<file path="src/rtl/core/srt_pkg.sv">
`default_nettype none
package srt_pkg;
    typedef enum logic [2:0] {
        OP_CHECK   = 3'd0,
        OP_RESERVE = 3'd1,
        OP_RELEASE = 3'd2,
        OP_QUERY   = 3'd3,
        OP_TICK    = 3'd4,
        OP_FREE    = 3'd5
    } t_op;

    localparam logic [2:0] ST_OK    = 3'd0;
    localparam logic [2:0] ST_SAME  = 3'd1;
    localparam logic [2:0] ST_BUSY  = 3'd2;
    localparam logic [2:0] ST_OTHER = 3'd3;
    localparam logic [2:0] ST_MISS  = 3'd4;

    // one decoded command from front to back
    typedef struct packed {
        logic [2:0] op;
        logic [2:0] in_port;
        logic [1:0] in_vc;
        logic [2:0] out_port;
        logic       po_ok;
        logic       pair_ok;
    } t_cmd;

    // one result beat
    typedef struct packed {
        logic [2:0] status;
        logic       found;
        logic [2:0] granted_out;
        logic [1:0] granted_vc;
        logic       out_free;
        logic       last;
    } t_res;
endpackage
`default_nettype wire

</file>
<file path="src/rtl/core/srt_front.sv">
`default_nettype none
module srt_front #(
    parameter int NUM_OUTPUTS = 5,
    parameter int NUM_INPUTS  = 5,
    parameter int NUM_VCS     = 4
) (
    input  wire logic          i_clk,
    input  wire logic          i_rst_n,
    input  wire logic          i_valid,
    output logic               o_ready,
    input  wire logic [10:0]   i_data,
    output srt_pkg::t_cmd      o_cmd,
    output logic               o_cmd_valid,
    input  wire logic          i_cmd_ready
);
    import srt_pkg::*;

    // two-entry queue of decoded commands
    t_cmd       r_q [2];
    logic       r_wp, r_rp;
    logic [1:0] r_cnt;
    t_cmd       w_dec;
    logic       w_push, w_pop;

    // decode and range classification
    always_comb begin
        w_dec.op       = i_data[2:0];
        w_dec.in_port  = i_data[5:3];
        w_dec.in_vc    = i_data[7:6];
        w_dec.out_port = i_data[10:8];
        w_dec.po_ok    = 32'(i_data[10:8]) < NUM_OUTPUTS;
        w_dec.pair_ok  = (32'(i_data[5:3]) < NUM_INPUTS) && (32'(i_data[7:6]) < NUM_VCS);
    end

    assign o_ready     = (r_cnt != 2'd2);
    assign w_push      = i_valid && o_ready && (i_data[2:0] <= OP_FREE);
    assign o_cmd_valid = (r_cnt != 2'd0);
    assign o_cmd       = r_q[r_rp];
    assign w_pop       = o_cmd_valid && i_cmd_ready;

    always_ff @(posedge i_clk) begin
        if (w_push) r_q[r_wp] <= w_dec;
    end

    always_ff @(posedge i_clk) begin
        if (!i_rst_n) begin
            r_wp  <= 1'b0;
            r_rp  <= 1'b0;
            r_cnt <= 2'd0;
        end else begin
            if (w_push) r_wp <= ~r_wp;
            if (w_pop)  r_rp <= ~r_rp;
            r_cnt <= r_cnt + 2'(w_push) - 2'(w_pop);
        end
    end
endmodule
`default_nettype wire

</file>
<file path="src/rtl/core/srt_back.sv">
`default_nettype none
module srt_back #(
    parameter int NUM_OUTPUTS = 5,
    parameter int NUM_VCS     = 4
) (
    input  wire logic          i_clk,
    input  wire logic          i_rst_n,
    input  wire srt_pkg::t_cmd i_cmd,
    input  wire logic          i_cmd_valid,
    output logic               o_cmd_ready,
    output logic               o_valid,
    input  wire logic          i_ready,
    output srt_pkg::t_res      o_res
);
    import srt_pkg::*;

    localparam int OW = (NUM_OUTPUTS > 1) ? $clog2(NUM_OUTPUTS) : 1;
    localparam int VW = (NUM_VCS > 1) ? $clog2(NUM_VCS) : 1;
    localparam int CW = $clog2(NUM_VCS + 1);

    typedef enum logic [2:0] {
        S_IDLE  = 3'b001,
        S_QUERY = 3'b010,
        S_OUT   = 3'b100
    } t_state;

    logic [2:0]    r_ei  [NUM_OUTPUTS][NUM_VCS];
    logic [1:0]    r_ev  [NUM_OUTPUTS][NUM_VCS];
    logic [CW-1:0] r_cnt [NUM_OUTPUTS];
    logic [VW-1:0] r_rr  [NUM_OUTPUTS];

    t_state     r_state;
    t_cmd       r_cmd;
    logic [OW-1:0] r_o;
    logic       r_any;
    t_res       r_res;
    logic       r_ov;

    logic [OW-1:0] w_po;
    assign w_po = i_cmd.out_port[OW-1:0];

    // per-output match flags for check and release
    logic [NUM_OUTPUTS-1:0] w_other;
    logic w_same, w_busy, w_hit;
    logic [VW-1:0] w_hidx;
    logic [2:0] w_chk;
    always_comb begin
        w_other = '0;
        w_same = 1'b0; w_busy = 1'b0; w_hit = 1'b0; w_hidx = '0;
        for (int o = 0; o < NUM_OUTPUTS; o++)
            for (int v = 0; v < NUM_VCS; v++)
                if (CW'(v) < r_cnt[o] && r_ei[o][v] == i_cmd.in_port &&
                    r_ev[o][v] == i_cmd.in_vc && OW'(o) != w_po)
                    w_other[o] = 1'b1;
        for (int v = NUM_VCS - 1; v >= 0; v--)
            if (CW'(v) < r_cnt[w_po] && r_ev[w_po][v] == i_cmd.in_vc) begin
                w_same = (r_ei[w_po][v] == i_cmd.in_port);
                w_busy = (r_ei[w_po][v] != i_cmd.in_port);
            end
        for (int v = NUM_VCS - 1; v >= 0; v--)
            if (CW'(v) < r_cnt[w_po] && r_ei[w_po][v] == i_cmd.in_port &&
                r_ev[w_po][v] == i_cmd.in_vc) begin
                w_hit = 1'b1; w_hidx = VW'(v);
            end
        priority if (!(i_cmd.po_ok && i_cmd.pair_ok)) w_chk = ST_MISS;
        else if (|w_other) w_chk = ST_OTHER;
        else if (w_same)   w_chk = ST_SAME;
        else if (w_busy)   w_chk = ST_BUSY;
        else               w_chk = ST_OK;
    end

    // query match for the output being scanned
    logic w_qm;
    always_comb begin
        w_qm = (r_cnt[r_o] != '0) && (r_ei[r_o][r_rr[r_o]] == r_cmd.in_port);
    end

    logic w_lastq;
    always_comb begin
        w_lastq = 1'b1;
        for (int o = 0; o < NUM_OUTPUTS; o++)
            if (OW'(o) > r_o && r_cnt[o] != '0 && r_ei[o][r_rr[o]] == r_cmd.in_port)
                w_lastq = 1'b0;
    end

    // query beat: a hit on the scanned output, else the lone no-match beat
    t_res w_qres;
    always_comb begin
        w_qres = '0;
        w_qres.last = 1'b1;
        if (w_qm) begin
            w_qres.found       = 1'b1;
            w_qres.granted_out = 3'(r_o);
            w_qres.granted_vc  = r_ev[r_o][r_rr[r_o]];
            w_qres.last        = w_lastq;
        end
    end

    assign o_cmd_ready = (r_state == S_IDLE) && !r_ov;
    assign o_valid = r_ov;
    assign o_res = r_res;

    t_res w_one;
    always_comb begin
        w_one = '0;
        w_one.last = 1'b1;
        w_one.status = w_chk;
        if (i_cmd.op == OP_RELEASE) w_one.status = (i_cmd.po_ok && w_hit) ? ST_OK : ST_MISS;
        if (i_cmd.op == OP_FREE) begin
            w_one.status = i_cmd.po_ok ? ST_OK : ST_MISS;
            w_one.out_free = i_cmd.po_ok && (r_cnt[w_po] == '0);
        end
        if (i_cmd.op == OP_RESERVE && w_chk == ST_OK && r_cnt[w_po] == CW'(NUM_VCS))
            w_one.status = ST_MISS;
    end

    // sequencer and table update
    always_ff @(posedge i_clk) begin
        if (!i_rst_n) begin
            r_state <= S_IDLE;
            r_ov    <= 1'b0;
            for (int o = 0; o < NUM_OUTPUTS; o++) begin
                r_cnt[o] <= '0;
                r_rr[o]  <= '0;
            end
        end else begin
            if (r_ov && i_ready) r_ov <= 1'b0;
            unique case (r_state)
                S_IDLE: if (i_cmd_valid && !r_ov) begin
                    r_cmd <= i_cmd;
                    unique case (i_cmd.op)
                        OP_QUERY: begin
                            r_o <= '0; r_any <= 1'b0; r_state <= S_QUERY;
                        end
                        OP_TICK: begin
                            for (int o = 0; o < NUM_OUTPUTS; o++)
                                if (r_cnt[o] != '0)
                                    r_rr[o] <= (CW'(r_rr[o]) + 1'b1 == r_cnt[o]) ? '0
                                               : r_rr[o] + 1'b1;
                        end
                        default: begin
                            r_res <= w_one; r_ov <= 1'b1;
                            if (i_cmd.op == OP_RESERVE && w_one.status == ST_OK) begin
                                r_ei[w_po][r_cnt[w_po][VW-1:0]] <= i_cmd.in_port;
                                r_ev[w_po][r_cnt[w_po][VW-1:0]] <= i_cmd.in_vc;
                                r_cnt[w_po] <= r_cnt[w_po] + 1'b1;
                            end
                            if (i_cmd.op == OP_RELEASE && i_cmd.po_ok && w_hit) begin
                                for (int v = 0; v < NUM_VCS - 1; v++)
                                    if (VW'(v) >= w_hidx) begin
                                        r_ei[w_po][v] <= r_ei[w_po][v + 1];
                                        r_ev[w_po][v] <= r_ev[w_po][v + 1];
                                    end
                                r_cnt[w_po] <= r_cnt[w_po] - 1'b1;
                                if (w_hidx < r_rr[w_po])
                                    r_rr[w_po] <= r_rr[w_po] - 1'b1;
                                else if (CW'(r_rr[w_po]) >= r_cnt[w_po] - 1'b1)
                                    r_rr[w_po] <= '0;
                            end
                        end
                    endcase
                end
                S_QUERY: begin
                    if (w_qm) begin
                        r_res <= w_qres;
                        r_ov <= 1'b1; r_any <= 1'b1;
                        r_state <= S_OUT;
                    end else if (32'(r_o) == NUM_OUTPUTS - 1) begin
                        if (!r_any) begin
                            r_res <= w_qres; r_ov <= 1'b1;
                        end
                        r_state <= S_IDLE;
                    end else r_o <= r_o + 1'b1;
                end
                S_OUT: if (r_ov && i_ready) begin
                    if (r_res.last || 32'(r_o) == NUM_OUTPUTS - 1) r_state <= S_IDLE;
                    else begin r_o <= r_o + 1'b1; r_state <= S_QUERY; end
                end
                default: r_state <= S_IDLE;
            endcase
        end
    end
endmodule
`default_nettype wire

</file>
<file path="src/rtl/core/switch_reservation_table_rr.sv">
`default_nettype none
// channel | dir | tdata (low bit up)                        | tuser | tlast
// s_axis  | in  | op[2:0] in_port[5:3] in_vc[7:6] out_port[10:8] | -   | -
// m_axis  | out | status[2:0] found[3] granted_out[6:4]
//         |     | granted_vc[8:7] out_free[9]                 | -     | last
// check, reserve, release and free test: each gives one result beat, registered
// in the back end after the command leaves the queue; tick gives no beat.
// a query goes to the scan sequencer, which scans one output per cycle but
// holds on each hit until its result beat is taken; with no hit it gives the
// lone no-match beat.
// reset is synchronous, active low; it clears counts, indexes, pointers and control state only.
// a two-deep command queue lets input beats be taken while a result stalls.
module switch_reservation_table_rr #(
    parameter int NUM_OUTPUTS = 5,
    parameter int NUM_INPUTS  = 5,
    parameter int NUM_VCS     = 4
) (
    input  wire logic        i_clk,
    input  wire logic        i_rst_n,
    input  wire logic        s_axis_tvalid,
    output logic             s_axis_tready,
    input  wire logic [15:0] s_axis_tdata,  // op, in_port, in_vc, out_port
    output logic             m_axis_tvalid,
    input  wire logic        m_axis_tready,
    output logic [15:0]      m_axis_tdata,  // status, found, granted_out, granted_vc, out_free
    output logic             m_axis_tlast
);
    import srt_pkg::*;

    t_cmd w_cmd;
    logic w_cv, w_cr;
    t_res w_res;

    // front: accept and queue
    srt_front #(.NUM_OUTPUTS(NUM_OUTPUTS), .NUM_INPUTS(NUM_INPUTS), .NUM_VCS(NUM_VCS)) u_front (
        .i_clk, .i_rst_n, .i_valid(s_axis_tvalid), .o_ready(s_axis_tready),
        .i_data(s_axis_tdata[10:0]), .o_cmd(w_cmd), .o_cmd_valid(w_cv), .i_cmd_ready(w_cr)
    );

    // back: table and results
    srt_back #(.NUM_OUTPUTS(NUM_OUTPUTS), .NUM_VCS(NUM_VCS)) u_back (
        .i_clk, .i_rst_n, .i_cmd(w_cmd), .i_cmd_valid(w_cv), .o_cmd_ready(w_cr),
        .o_valid(m_axis_tvalid), .i_ready(m_axis_tready), .o_res(w_res)
    );

    assign m_axis_tdata = {6'd0, w_res.out_free, w_res.granted_vc, w_res.granted_out,
                           w_res.found, w_res.status};
    assign m_axis_tlast = w_res.last;
endmodule
`default_nettype wire
</file>
<file path="config.mk">
export PLATFORM = sky130hd
export DESIGN_NAME = switch_reservation_table_rr
export DESIGN_NICKNAME = d
export VERILOG_FILES = /design/src/rtl/core/srt_pkg.sv /design/src/rtl/core/srt_front.sv /design/src/rtl/core/srt_back.sv /design/src/rtl/core/switch_reservation_table_rr.sv
export SDC_FILE = /design/constraint.sdc
export NUM_CORES = 1
export LEC_CHECK = 0
export ABC_AREA = 0
export BUFFER_PORTS_ARGS = -buffer_cell sky130_fd_sc_hd__buf_2
export CELL_PAD_IN_SITES_DETAIL_PLACEMENT = 1
export CELL_PAD_IN_SITES_GLOBAL_PLACEMENT = 1
export CORE_ASPECT_RATIO = 0.6
export CORE_MARGIN = 4
export CORE_UTILIZATION = 30
export CTS_BUF_LIST = sky130_fd_sc_hd__clkbuf_16
export DETAILED_ROUTE_END_ITERATION = 7
export GPL_TIMING_DRIVEN = 0
export PLACE_DENSITY = 0.49
export SKIP_CTS_REPAIR_TIMING = 1
export SYNTH_ARGS = -nofsm -noshare
export SYNTH_HDL_FRONTEND = slang
export SYNTH_HIERARCHICAL = 1
export SYNTH_SLANG_ARGS = --single-unit
</file>
<file path="constraint.sdc">
create_clock -name i_clk -period 5.5 [get_ports i_clk]
set_input_delay 1.1 -clock i_clk [delete_from_list [all_inputs] [get_ports i_clk]]
set_output_delay 1.1 -clock i_clk [all_outputs]
set_load 0.05 [all_outputs]
</file>
* Word level (Yosys, flattened, before mapping)
Memory sizes are Yosys's and may differ from the RTL's. A register that Yosys moved wholly into a read port is not among the register bits.
Cells that the tools add are included.
** Storage, ports and cells
- Bits in registers :: 26
- Bits in writable memories :: 151
- Bits of input ports :: 20
- Output and inout bits :: 19
- Memories :: 5
** Memory list
- u_back.r_ei :: words 5, bits a word 12, read ports 7, clocked after memory_dff 1, wr ports 1, line srt_back.sv:27 : logic [2:0] r_ei [NUM_OUTPUTS][NUM_VCS];
- u_back.r_ev :: words 5, bits a word 8, read ports 7, clocked after memory_dff 1, wr ports 1, line srt_back.sv:28 : logic [1:0] r_ev [NUM_OUTPUTS][NUM_VCS];
- u_front.r_q :: words 2, bits a word 13, read ports 1, clocked after memory_dff 1, wr ports 1, line srt_front.sv:19 : t_cmd r_q [2];
- u_back.r_cnt :: words 5, bits a word 3, read ports 7, clocked after memory_dff 1, wr ports 5, line srt_back.sv:29 : logic [CW-1:0] r_cnt [NUM_OUTPUTS];
- u_back.r_rr :: words 5, bits a word 2, read ports 7, clocked after memory_dff 1, wr ports 5, line srt_back.sv:30 : logic [VW-1:0] r_rr [NUM_OUTPUTS];
** Operators by class
- Add/subtract/negate cells :: 16
- Order comparisons :: 45
- Equality and inequality tests :: 88
- Multiplexer cells :: 231
- Bitwise gates (word level) :: 31
- Reduce and logical (&&, ||, !) cells :: 122
** Operators with widths (number)
- 2-to-1 mux 1 bit :: 148
- 2-to-1 mux 3 bit :: 40
- equality test 3 bit :: 35
- logical AND 1 bit :: 98
- 2-to-1 mux 11 bit :: 5
- equality test 2 bit :: 24
- 2-to-1 mux 2 bit :: 21
- binary-select mux 3 bit (select 2 bit) :: 6
- less-than comparator 1 x 3 -> 1 bit, first input constant :: 12
- less-than comparator 2 x 3 -> 1 bit, first input constant :: 12
- nonzero test 3 bit :: 8
- OR 1 bit :: 22
- one-hot mux 11 bit (2 select lines) :: 1
- >= comparator 3 bit, second input constant :: 7
- inverter 2 -> 3 bit :: 7
- one-hot mux 3 bit (3 select lines) :: 2
- adder 2 x 1 -> 3 bit, second input constant :: 5
- equality test 3 bit, second input constant :: 5
- != test 2 bit, second input constant :: 7
- 2-to-1 mux 12 bit :: 1
- != test 3 bit :: 4
- adder 2 x 1 -> 2 bit, second input constant :: 5
- equality test 3 x 2 -> 1 bit, second input constant :: 3
- logical NOT 3 bit :: 3
- 40 further kinds :: 52

* Depth between registers and ports, before layout
An unclocked memory read counts as a cell.
- Depth after elaboration :: 27
- Mapped depth :: 18

* Hierarchy
Netlist, hierarchy kept.
** By module, submodules not included
- srt_back :: instances 1, cells an instance 1080, area an instance 14031.0 um2, sequential area each 6686.4 um2
- srt_front :: instances 1, cells an instance 68, area an instance 1194.9 um2, sequential area each 880.8 um2
- switch_reservation_table_rr :: instances 1, cells an instance 7, area an instance 48.8 um2, sequential area each 0.0 um2

* Least setup slack after synthesis
Ideal clock, no wire load.
- Kind :: register to register
- Start :: register with a tool-made name
- End :: memory u_back/r_rr[4][0] (netlist bit) (enable)
- Library setup time :: 0.305 ns
- Arrival time :: 3.518 ns
- Path slack :: 1.677 ns
- Stages on the path, launching flop included :: 18
- Clock period less this slack :: 3.823 ns
- Cell sequence :: dfxtp_1 > buf_6 > mux2_2 > buf_6 > buf_8 > buf_8 > and2_1 > a32oi_1 > o211ai_1 > xnor2_1 > o211ai_2 > o21ai_0 > nor2b_1 > ha_1 > nor4_1 > a311o_1 > o21ai_4 > o21ai_2
** RTL lines (line)
- end, declared :: srt_back.sv:30

==> run metrics <==
peak supply drop ~0.24 mV; sequential area share after synthesis 0.495; CTS max path bufs 3; CP required 5730 ps; unrepaired setup endpoints after global routing no; Distinct cells, synth 83; Tot Pwr between 8 and 9 mW; relative max-transition margin 0.0509; Nets 1,255; Antenna diodes 0; placed inst area about 0.016 mm²; final setup vio count 0; syn avg cell area 13.2 µm²; Synth async-reset ratio 0; Core Rows 63; Reg clk slew, reported paths 60 ps; crit path capture u_back/r_ei[3][5]; Slew Limit Fails 0; CTS sink cnt 256; DR vias 11,300; H-tree depth 1; cell count after synthesis 1,155; global-route wire length before repair 96.0 mm; Least-Margin Pin Slew 1420 ps; fmax 184 MHz; root buffer cell clkbuf_16; Util after Layout 0.346; PortBufs 27; Tmin final 5430 ps; startpoint type of the worst setup path flop; Tot GR Track Use 0.258; Synth area leaders edfxtp_1 (48%), mux4_2 (13%), xnor2_1 (4.8%), xor2_1 (4.4%), mux2i_1 (3.4%); Final HPWL DP 55.6 mm; cts bufs inserted 28; LEAKAGE 5.77 nW; reg2reg end u_back/r_ei[3][5]; drt first pass iters 5; Design Area, Final 0.0172 mm²; #FFs+latches synth 256; Vias/cell 5.90; routed wire length 71.7 mm; Final Hold Viols 0; Fin Clk Skew 17.6 ps; HP Class flop to flop; most common cell in the netlist edfxtp_1; pwr dens between 400 and 500 mW/mm²; YS warnings 6; Synth-to-Final Area Change 12.9%; top cell type's share of synthesized area 0.480; IO Pins 39; initial antenna violation count 4; max-cap violations 0; largest area contributor in the netlist edfxtp_1; die width 299 µm; prevailing post-synth register cell edfxtp_1; fin crit share 0.988; WP data arrival 5670 ps; flop-to-flop setup slack 70 ps; WL per Instance 37.4 µm; status complete, no violations; Starting Density 0.307; die area about 0.055 mm²; number of synthesized flops with an enable pin 244; crit path max fanout 10; total overflow reported by the global router 0; Starting DRT DRC Count 1,368; Antenna Violating Nets Remaining 0; fraction of layout cells with a size suffix above 1 0.229; die height between 150 and 200 µm; clk_lat worst skew between 500 and 600 ps; r2r worst-path depth 13; HP Start u_front/r_wp; Cell Area, Synth 0.0153 mm²; Residual DRC 0; crit end category flop; total core area 0.0498 mm²; largest net degree at the start of global routing 14; vias in the first global route around 11,000; CP Class flop to flop; CTS tree built; most frequent cells after synthesis edfxtp_1 (244), mux4_2 (90), xnor2_1 (83); Placer Congestion 0.994
==> cell type report <==
cell class	instances	area, µm²
plain buffers	77	454
clock buffers	29	726
clock inverters	21	178
fillers	5306	32600
inverters	25	93.8
multi-input cells	801	7220
flip-flops and latches	256	7570
well taps	682	853
repair buffers	28	143
==> worst min path at each step <==
stage | end | cells past startpoint
finish | u_front/r_wp | 2
global route | u_front/r_wp | 2
CTS | u_front/r_wp | 2
detailed placement | u_front/r_wp | 2
global placement | u_front/r_wp | 2
floorplan | u_front/r_wp | 2
==> stage by stage <==
stage,std cells,hold slack [ps],setup slack (ps),TNS (ps)
2_1_floorplan,1160,451,1680,0
3_3_place_gp,1869,460,-764,-40910
3_5_place_dp,1869,483,-769,-42120
4_1_cts,1919,491,-810,-48990
5_1_grt,1919,518,15.5,0
6_report,1919,495,65.7,0
==> layout by cell type, fill, tap and decap left out, types with 9 or more instances in the layout <==
| cell | Yosys | final |
|---|---|---|
| mux2_2 | 31 | 31 |
| xor2_1 | 77 | 77 |
| nor4_1 | 24 | 23 |
| mux4_2 | 90 | 90 |
| clkbuf_1 | 25 | 23 |
| buf_4 | 13 | 14 |
| edfxtp_1 | 244 | 244 |
| ha_1 | 18 | 18 |
| nor2_1 | 72 | 68 |
| o22ai_1 | 11 | 11 |
| clkbuf_16 | 0 | 29 |
| nor2b_1 | 9 | 9 |
| xnor2_1 | 83 | 82 |
| buf_2 | 27 | 51 |
| nand3_1 | 30 | 29 |
| nor3_1 | 28 | 28 |
| mux2i_1 | 52 | 52 |
| a21oi_1 | 17 | 15 |
| inv_1 | 23 | 31 |
| o21a_1 | 13 | 13 |
| nand4_1 | 12 | 12 |
| o21ai_0 | 36 | 29 |
| nand2_1 | 55 | 55 |
| dfxtp_1 | 12 | 12 |
| o211ai_1 | 10 | 10 |
==> worst max-delay path, cell delays in order, from the launching register on <==
cell	delay, ps
dfxtp_1	520
buf_6	220
mux2_2	360
buf_2	250
nor2b_1	190
clkbuf_1	350
a32oi_1	390
o211ai_1	390
xnor2_2	360
o211ai_2	290
o21ai_1	360
o21ai_0	300
buf_2	270
o21ai_0	820
==> layer usage <==
layer	global-route usage	routed length [µm]	vias to the layer above
li1	-	-	4583
met1	0.388	33900	6067
met2	0.323	26500	609
met3	0.139	10200	67
met4	0.0430	1190	0
met5	0	0	-
==> flip-flops by register name, summed over array words and instances (netlist names), 2 cells and up, named ones only <==
| register | count |
|---|---|
| u_back/r_o | 3 |
| u_back/r_rr | 16 |
| u_back/r_cmd | 3 |
| u_back/o_res | 11 |
| u_back/r_ei | 96 |
| u_front/r_q | 26 |
| u_front/r_cnt | 2 |
| u_back/r_cnt | 24 |
| u_back/r_state | 3 |
| u_back/r_ev | 64 |
==> cells by family after synthesis <==
kind of cell             Yosys count  synth area share
flip-flops                       256             0.495
AND/OR/NAND/NOR                  289            0.0976
adder cells (fa/ha/maj)           18            0.0147
multiplexers                     177             0.195
AO/OA/AOI/OAI                    151            0.0695
buffers and inverters            103            0.0352
XOR/XNOR                         160            0.0917
other                              1          0.000246
==> power breakdown <==
| group | switching, mW | internal, mW |
|---|---|---|
| clock network | 0.836 | 1.09 |
| logic | 2.51 | 1.16 |
| registers | 0.0798 | 2.38 |
| total | 3.43 | 4.63 |
(Power assumes the default switching activity.)
